`src/hw/rtl/ipd_pkg.sv`:
```
`timescale 1ns / 1ps
`default_nettype none

package ipd_pkg;

  // configuration port
  localparam int CFG_W   = 11;
  localparam int CFG_IW  = 1;
  localparam logic [CFG_IW-1:0] CFG_FRAME_ROWS = 1'b0;
  localparam logic [CFG_IW-1:0] CFG_FRAME_COLS = 1'b1;
  localparam logic [CFG_W-1:0]  CFG_SIZE_RESET = 11'd1024;

  // default geometry
  localparam int DEF_MAX_COLS = 1024;
  localparam int DEF_MAX_ROWS = 1024;

  // result fields
  localparam int COORD_W = 10;
  localparam int COUNT_W = 20;
  localparam logic [COUNT_W-1:0] COUNT_MAX = 20'hFFFFF;

  localparam logic KIND_HIT   = 1'b0;
  localparam logic KIND_TOTAL = 1'b1;

  // window: number of stored columns behind the incoming one
  localparam int WIN_COLS = 2;
  localparam int COL_BITS = 3;

  // result queue
  localparam int RQ_DEPTH = 4;
  localparam int RQ_AW    = 2;

  typedef struct packed {
    logic               kind;
    logic [COORD_W-1:0] hit_row;
    logic [COORD_W-1:0] hit_col;
    logic [COUNT_W-1:0] hit_count;
    logic               last;
  } ipd_result_t;

  // what the compute stage pushes into the result queue in one cycle
  typedef struct packed {
    logic push_a;
    logic push_b;
  } ipd_push_t;

endpackage

`default_nettype wire

```
`src/hw/rtl/isolated_pixel_detector.sv`:
```
`timescale 1ns / 1ps
`default_nettype none

// Channel   Handshake            Payload
// input     in_valid / in_stall  pixel
// output    out_valid/ out_stall kind, hit_row, hit_col, hit_count, last
// config    cfg_write            cfg_index, cfg_data
//
// One pixel per clock while in_stall is low; results pass the compute stage, then the queue.
// The line buffers take one read and one write per cycle; a frame-end pixel
// with a hit gives two results, absorbed by a four-entry result queue.
// Reset clears position, count, window and queue; line buffers are not cleared.
// in_stall rises only while the queue lacks room for two results.
module isolated_pixel_detector #(
  parameter int MAX_COLS = ipd_pkg::DEF_MAX_COLS,
  parameter int MAX_ROWS = ipd_pkg::DEF_MAX_ROWS
) (
  input  wire logic                         clk,
  input  wire logic                         rst,
  input  wire logic                         cfg_write,
  input  wire logic [ipd_pkg::CFG_IW-1:0]   cfg_index,
  input  wire logic [ipd_pkg::CFG_W-1:0]    cfg_data,
  input  wire logic                         in_valid,
  output logic                              in_stall,
  input  wire logic                         pixel,
  output logic                              out_valid,
  input  wire logic                         out_stall,
  output logic                              kind,
  output logic      [ipd_pkg::COORD_W-1:0]  hit_row,
  output logic      [ipd_pkg::COORD_W-1:0]  hit_col,
  output logic      [ipd_pkg::COUNT_W-1:0]  hit_count,
  output logic                              last
);

  import ipd_pkg::*;

  localparam int CW  = $clog2(MAX_COLS);
  localparam int RW  = $clog2(MAX_ROWS);
  localparam int CSW = ($clog2(MAX_COLS + 1) > CFG_W) ? $clog2(MAX_COLS + 1) : CFG_W;
  localparam int RSW = ($clog2(MAX_ROWS + 1) > CFG_W) ? $clog2(MAX_ROWS + 1) : CFG_W;
  localparam logic [8:0] ISO_PATTERN = 9'b000_000_010;

  // configuration
  logic [CFG_W-1:0] frame_rows;
  logic [CFG_W-1:0] frame_cols;
  logic [RSW-1:0]   eff_rows;
  logic [CSW-1:0]   eff_cols;

  always_ff @(posedge clk) begin
    if (rst) begin
      frame_rows <= CFG_SIZE_RESET;
      frame_cols <= CFG_SIZE_RESET;
    end else if (cfg_write) begin
      unique case (cfg_index)
        CFG_FRAME_ROWS: frame_rows <= cfg_data;
        CFG_FRAME_COLS: frame_cols <= cfg_data;
        default: ;
      endcase
    end
  end

  always_comb begin
    if (frame_rows == '0) begin
      eff_rows = RSW'(1);
    end else if (RSW'(frame_rows) > RSW'(MAX_ROWS)) begin
      eff_rows = RSW'(MAX_ROWS);
    end else begin
      eff_rows = RSW'(frame_rows);
    end
    if (frame_cols == '0) begin
      eff_cols = CSW'(1);
    end else if (CSW'(frame_cols) > CSW'(MAX_COLS)) begin
      eff_cols = CSW'(MAX_COLS);
    end else begin
      eff_cols = CSW'(frame_cols);
    end
  end

  // raster position, updated on each input transfer
  logic [CW-1:0] col_index;
  logic [RW-1:0] row_index;
  logic          row_end;
  logic          frame_end;
  logic          in_xfer;

  assign in_xfer   = in_valid && !in_stall;
  assign row_end   = (CSW'(col_index) + CSW'(1)) >= eff_cols;
  assign frame_end = row_end && ((RSW'(row_index) + RSW'(1)) >= eff_rows);

  always_ff @(posedge clk) begin
    if (rst) begin
      col_index <= '0;
      row_index <= '0;
    end else if (in_xfer) begin
      if (frame_end) begin
        col_index <= '0;
        row_index <= '0;
      end else if (row_end) begin
        col_index <= '0;
        row_index <= row_index + RW'(1);
      end else begin
        col_index <= col_index + CW'(1);
      end
    end
  end

  // compute stage
  logic          s1_valid;
  logic          s1_fire;
  logic          s1_px;
  logic [CW-1:0] s1_col;
  logic [RW-1:0] s1_row;
  logic          s1_row_end;
  logic          s1_frame_end;
  logic          rq_room2;

  assign s1_fire  = s1_valid && rq_room2;
  assign in_stall = s1_valid && !rq_room2;

  always_ff @(posedge clk) begin
    if (rst) begin
      s1_valid <= 1'b0;
    end else if (in_xfer) begin
      s1_valid <= 1'b1;
    end else if (s1_fire) begin
      s1_valid <= 1'b0;
    end
  end

  always_ff @(posedge clk) begin
    if (in_xfer) begin
      s1_px        <= pixel;
      s1_col       <= col_index;
      s1_row       <= row_index;
      s1_row_end   <= row_end;
      s1_frame_end <= frame_end;
    end
  end

  // bit 1: two rows above, bit 0: one row above
  logic [1:0] line_rd;

  ipd_line_mem #(
    .DEPTH (MAX_COLS),
    .WIDTH (2)
  ) u_line_mem (
    .clk   (clk),
    .we    (s1_fire),
    .waddr (s1_col),
    .wdata ({line_rd[0], s1_px}),
    .re    (in_xfer),
    .raddr (col_index),
    .rdata (line_rd)
  );

  // window: chain[0] is the incoming column, chain[i] is column c-i
  logic [COL_BITS-1:0] chain [WIN_COLS+1];

  assign chain[0] = {s1_px, line_rd[0], line_rd[1]};

  for (genvar i = 0; i < WIN_COLS; i++) begin : g_cell
    ipd_col_cell u_cell (
      .clk     (clk),
      .rst     (rst),
      .shift   (s1_fire),
      .clear   (s1_row_end),
      .col_in  (chain[i]),
      .col_out (chain[i+1])
    );
  end

  logic [8:0]         win9;
  logic               hit;
  logic [COUNT_W-1:0] found_total;
  logic [COUNT_W-1:0] total_next;
  logic [RW-1:0]      row_m1;
  logic [CW-1:0]      col_m1;

  assign win9 = {chain[0], chain[2], chain[1]};
  assign hit  = (s1_row >= RW'(2)) && (s1_col >= CW'(2)) && (win9 == ISO_PATTERN);
  assign total_next = (hit && (found_total != COUNT_MAX)) ? found_total + COUNT_W'(1)
                                                           : found_total;
  assign row_m1 = s1_row - RW'(1);
  assign col_m1 = s1_col - CW'(1);

  always_ff @(posedge clk) begin
    if (rst) begin
      found_total <= '0;
    end else if (s1_fire) begin
      if (s1_frame_end) begin
        found_total <= '0;
      end else begin
        found_total <= total_next;
      end
    end
  end

  ipd_push_t   rq_push;
  ipd_result_t res_hit;
  ipd_result_t res_total;
  ipd_result_t rq_a;
  ipd_result_t rq_out;

  always_comb begin
    res_hit.kind        = KIND_HIT;
    res_hit.hit_row     = COORD_W'(row_m1);
    res_hit.hit_col     = COORD_W'(col_m1);
    res_hit.hit_count   = total_next;
    res_hit.last        = !s1_frame_end;

    res_total.kind      = KIND_TOTAL;
    res_total.hit_row   = '0;
    res_total.hit_col   = '0;
    res_total.hit_count = total_next;
    res_total.last      = 1'b1;

    rq_a           = hit ? res_hit : res_total;
    rq_push.push_a = s1_fire && (hit || s1_frame_end);
    rq_push.push_b = s1_fire && hit && s1_frame_end;
  end

  ipd_result_fifo u_result_fifo (
    .clk       (clk),
    .rst       (rst),
    .push      (rq_push),
    .data_a    (rq_a),
    .data_b    (res_total),
    .room2     (rq_room2),
    .out_valid (out_valid),
    .out_stall (out_stall),
    .out_data  (rq_out)
  );

  assign kind      = rq_out.kind;
  assign hit_row   = rq_out.hit_row;
  assign hit_col   = rq_out.hit_col;
  assign hit_count = rq_out.hit_count;
  assign last      = rq_out.last;

endmodule

`default_nettype wire

```
`src/hw/rtl/ipd_line_mem.sv`:
```
`timescale 1ns / 1ps
`default_nettype none

// Line buffer memory: one write and one registered read per cycle.
// A read of the address being written returns the new data.
module ipd_line_mem #(
  parameter int DEPTH = 1024,
  parameter int WIDTH = 2
) (
  input  wire logic                     clk,
  input  wire logic                     we,
  input  wire logic [$clog2(DEPTH)-1:0] waddr,
  input  wire logic [WIDTH-1:0]         wdata,
  input  wire logic                     re,
  input  wire logic [$clog2(DEPTH)-1:0] raddr,
  output logic      [WIDTH-1:0]         rdata
);

  logic [WIDTH-1:0] mem [DEPTH];

  always_ff @(posedge clk) begin
    if (we) begin
      mem[waddr] <= wdata;
    end
  end

  always_ff @(posedge clk) begin
    if (re) begin
      if (we && (waddr == raddr)) begin
        rdata <= wdata;
      end else begin
        rdata <= mem[raddr];
      end
    end
  end

endmodule

`default_nettype wire

```
`src/hw/rtl/ipd_col_cell.sv`:
```
`timescale 1ns / 1ps
`default_nettype none

// One column of the 3x3 window (top, middle, bottom). Shifts its column
// to the next cell on every processed pixel; cleared at row end.
module ipd_col_cell (
  input  wire logic                         clk,
  input  wire logic                         rst,
  input  wire logic                         shift,
  input  wire logic                         clear,
  input  wire logic [ipd_pkg::COL_BITS-1:0] col_in,
  output logic      [ipd_pkg::COL_BITS-1:0] col_out
);

  import ipd_pkg::*;

  always_ff @(posedge clk) begin
    if (rst) begin
      col_out <= '0;
    end else if (shift) begin
      if (clear) begin
        col_out <= '0;
      end else begin
        col_out <= col_in;
      end
    end
  end

endmodule

`default_nettype wire

```
`src/hw/rtl/ipd_result_fifo.sv`:
```
`timescale 1ns / 1ps
`default_nettype none

// Small result queue; takes up to two results per cycle, gives one.
module ipd_result_fifo (
  input  wire logic                 clk,
  input  wire logic                 rst,
  input  wire ipd_pkg::ipd_push_t   push,
  input  wire ipd_pkg::ipd_result_t data_a,
  input  wire ipd_pkg::ipd_result_t data_b,
  output logic                      room2,
  output logic                      out_valid,
  input  wire logic                 out_stall,
  output ipd_pkg::ipd_result_t      out_data
);

  import ipd_pkg::*;

  ipd_result_t        ent [RQ_DEPTH];
  logic [RQ_AW-1:0]   wr_ptr;
  logic [RQ_AW-1:0]   rd_ptr;
  logic [RQ_AW:0]     count;
  logic [RQ_AW:0]     count_next;
  logic               pop;

  assign out_valid = (count != '0);
  assign pop       = out_valid && !out_stall;
  assign room2     = (count <= (RQ_AW+1)'(RQ_DEPTH - 2));
  assign out_data  = ent[rd_ptr];

  assign count_next = count + (RQ_AW+1)'(push.push_a) + (RQ_AW+1)'(push.push_b)
                      - (RQ_AW+1)'(pop);

  always_ff @(posedge clk) begin
    if (push.push_a) begin
      ent[wr_ptr] <= data_a;
    end
    if (push.push_b) begin
      ent[wr_ptr + RQ_AW'(1)] <= data_b;
    end
  end

  always_ff @(posedge clk) begin
    if (rst) begin
      wr_ptr <= '0;
      rd_ptr <= '0;
      count  <= '0;
    end else begin
      wr_ptr <= wr_ptr + RQ_AW'(push.push_a) + RQ_AW'(push.push_b);
      if (pop) begin
        rd_ptr <= rd_ptr + RQ_AW'(1);
      end
      count <= count_next;
    end
  end

endmodule

`default_nettype wire

```
`config.mk`:
```
export PLATFORM = sky130hd
export DESIGN_NAME = isolated_pixel_detector
export DESIGN_NICKNAME = d
export VERILOG_FILES = /design/src/hw/rtl/ipd_pkg.sv /design/src/hw/rtl/isolated_pixel_detector.sv /design/src/hw/rtl/ipd_line_mem.sv /design/src/hw/rtl/ipd_col_cell.sv /design/src/hw/rtl/ipd_result_fifo.sv
export SDC_FILE = /design/constraint.sdc
export NUM_CORES = 2
export LEC_CHECK = 0
export BUFFER_PORTS_ARGS = -buffer_cell sky130_fd_sc_hd__buf_2
export CAP_MARGIN = 40
export CORE_MARGIN = 8
export CORE_UTILIZATION = 31
export DETAILED_ROUTE_END_ITERATION = 10
export SLEW_MARGIN = 5
export SYNTH_ARGS = -nofsm -noshare
export SYNTH_HDL_FRONTEND = slang
export SYNTH_SLANG_ARGS = --single-unit
```
`constraint.sdc`:
```
create_clock -name clk -period 19.2 [get_ports clk]
set_clock_uncertainty 0.05 [all_clocks]
set_input_delay 2.88 -clock clk [delete_from_list [all_inputs] [get_ports clk]]
set_output_delay 2.88 -clock clk [all_outputs]
set_load 0.02 [all_outputs]
```
==> summary.md <==
| Metric | Value |
|---|---|
| RSZ-0062 raised after global routing | no |
| Die W | 573 um |
| WP data arrival | 2.99 ns |
| CP Class | reg -> out |
| Vias/cell | approximately 5.4 |
| Initial Utilization | 31.1% |
| Post-layout util | 35.7% |
| Most common cell after layout, fill and taps aside | edfxtp_1 |
| Vias in the first global route | about 56000 |
| Comb power frac | 9.7% |
| CTS root buf | clkbuf_16 |
| Total GRT Usage | 16.0% |
| Clock Tree Buf Depth | 3 |
| Pwr dens | roughly 100 nW/um^2 |
| Die ar. | 328000 um^2 |
| Area growth from synthesis to layout | 14.6% |
| Wirelength per Cell | 26.5 um |
| Setup Viol. Count Final | 0 |
| Final wirelength | about 270000 um |
| Overflow after GRT | 0 |
| #FFs+latches synth | 2319 |
| Layout Nets | 6087 |
| Period minus WS final | 5.92 ns |
| Crit path capture type | output pin |
| Setup crit start kind | register |
| Run status | complete, no violations |
| Drt initial violations | 7751 |
| Hpwl dp | 157000 um |
| Critical-path top delay cell | dfxtp_2 |
| Syn avg cell area | 16.0 um^2 |
| Internal Power | 8.71 mW |
| Worst-path fanout max | 27 |
| Synth cell types | between 80 and 90 |
| YS warnings | 0 |
| HP Class | reg -> reg |
| Flop pwr share | 49.8% |
| Largest net degree at the start of global routing | 269 |
| Htree depth | 4 |
| CTS tree | built |
| Max-cap check violation count | 0 |
| Synthesized area | 96100 um^2 |
| Drt first pass iters | 8 |
| Top cell type's share of synthesized area | roughly 67% |
| Remaining antenna violation count after routing | 0 |
| P_leak | 32.7 nW |
| Buffers on Ports | 61 |
| Core ar. | 309000 um^2 |
| Post-synth EDFFs | 2153 |
| Die height | ~570 um |
| DRC violations left | 0 |
| Commonest cells after routing, fill and taps aside | 2153 x edfxtp_1, 1221 x nor2_1, 494 x mux4_2, 307 x nand2_1, 230 x clkbuf_16 |
| Setup TNS | 0 ns |
| Synth top area cells | edfxtp_1 67%, mux4_2 12%, nor2_1 4.8% |
| Post-CTS Resized | 0 |
| First-pass GRT wire length | approximately 390000 um |
| Post-CTS setup buffer count | 0 |
| Final Hold Violating Endpoints | 0 |
| Pins Over Slew Limit | 0 |
| Cell Rows | 204 |
| Overall Power | ~11 mW |
| Finished Cell Area | 110000 um^2 |
| CTS Hold Bufs | 0 |
| Share of cells above drive strength 1 | 19.2% |
| Clock transition at path regs | ~0.060 ns |
| Io pins | 62 |
| Routability Congestion | 0.794 |
| Switch share | 23.6% |
| DR vias | ~56000 |
| Synth async-reset ratio | 0% |
| Worst VDD drop | 0.106 mV |
| Slew HR | 19.7% |
| Clock power share | 40.5% |
| Post-Syn Nets | between 6000 and 7000 |
| Top FF cell, synth | edfxtp_1 |
| Crit-path max cell delay | 0.73 ns |
| Fmax | approximately 170 MHz |
| Crit path cell chain | buf_4 -> mux4_2 -> buf_2 |
| Initial antenna violation count | 12 |
| CTS Buf Count | 228 |
| Area leader, netlist | edfxtp_1 |
| Worst EP required | 16.27 ns |
| Period utilization | 30.8% |
| Placed Area | approximately 100000 um^2 |
| Worst skew pair latency | 0.88 ns |
| Sequential fraction of the synthesis area | 70.7% |
| Switch Pwr | 2.70 mW |
| Cell count after synthesis | 6018 |
| Clk sinks | 2319 |
| FILL cells | about 29000 |
| Slew @ Worst Pin | approximately 1.2 ns |
logic make-up (layout without fill, tap and decap cells):
family / count (synthesis) / in the layout / synth area share [%]
AOI/OAI and AO/OA: 598 / 598 / 4.19
xor gates and xnor gates: 60 / 60 / 0.547
adders and majority gates: 37 / 37 / 0.505
buffers and inverters: 526 / 735 / 2.74
DFF: 2319 / 2319 / 70.7
muxes: 664 / 664 / 13.6
other: 0 / 7 / 0
and+or+nand+nor: 1814 / 1814 / 7.70
power by group through the flow:
stage               logic (mW)  clock network [mW]  registers, mW
floorplan                0.709                   0           6.00
global placement          1.05                   0           5.79
detailed placement        1.11                   0           5.79
global route              1.17                4.86           5.69
CTS                       1.11                4.68           5.69
finish                    1.10                4.62           5.69
state kept, by name, indices dropped and copies added (netlist names), 3 cells and up, named ones only:
signal                 count
col_index                 10
found_total               20
frame_cols                11
frame_rows                11
g_cell.u_cell.col_out      6
row_index                 10
s1_col                    10
s1_row                    10
u_line_mem.mem          2048
u_result_fifo.count        3
u_result_fifo.ent        168
metrics by stage:
stage	cells	setup slack [ns]	hold WS (ns)
after detailed placement	9918	13.52	0.395
after floorplan	6018	4.41	0.353
after global routing	10347	13.05	0.417
after CTS	10343	13.15	0.404
after global placement	9841	13.46	0.387
final	10354	13.28	0.403
per-layer routing:
layer  part of all wire, %  up-vias  track usage [%]
met2                    46     2903             25.5
li1                      -    23219                -
met4                   3.0        2             4.61
met5                0.0073        -                0
met3                    10      461             3.57
met1                    40    29155             22.0
synth_stat cells (all sizes together) (16+ instances only):
cell type and n:
a21oi 195, inv 35, a31oi 26, ha 34, xor2 34, nor2b 19
a22oi 106, nor2 1226, dfxtp 166, mux2i 150, xnor2 26, clkbuf 262
mux4 508, and3 16, nor4 17, nand3 88, buf 226, o21ai 75
a221oi 61, nor3 57, or3 19, edfxtp 2153, nand2 307, a22o 17
area by class of cell:
type                            instances  area, um^2  area share [%]
Clock buffer                          273        5940            5.39
Tap cell                             4120        5150            4.68
Clock inverter                        152        1820            1.65
Timing Repair Buffer                  272        3070            2.79
Multi-Input combinational cell       3173       26000            23.6
Inverter                               38         143           0.129
Sequential cell                      2319       68000            61.7
Antenna cell                            7        17.5          0.0159
worst max-delay path: cells and delay by family (launching register included):
kind | cells | cell delay [ns]
buffers and inverters | 2 | 0.76
DFF | 1 | 0.73
muxes | 1 | 0.59
final timing paths:
path	startpoint	end	slack, ns	cells after the start
max	register	hit_count[8]	13.28	3
min	u_result_fifo.ent[3][39]	u_result_fifo.ent[3][39]	0.40	2
max reg2reg	col_index[0]	u_line_mem.rdata[1]	13.64	11
min reg2reg	u_result_fifo.ent[3][39]	u_result_fifo.ent[3][39]	0.40	2
(Power assumes the default switching activity.)
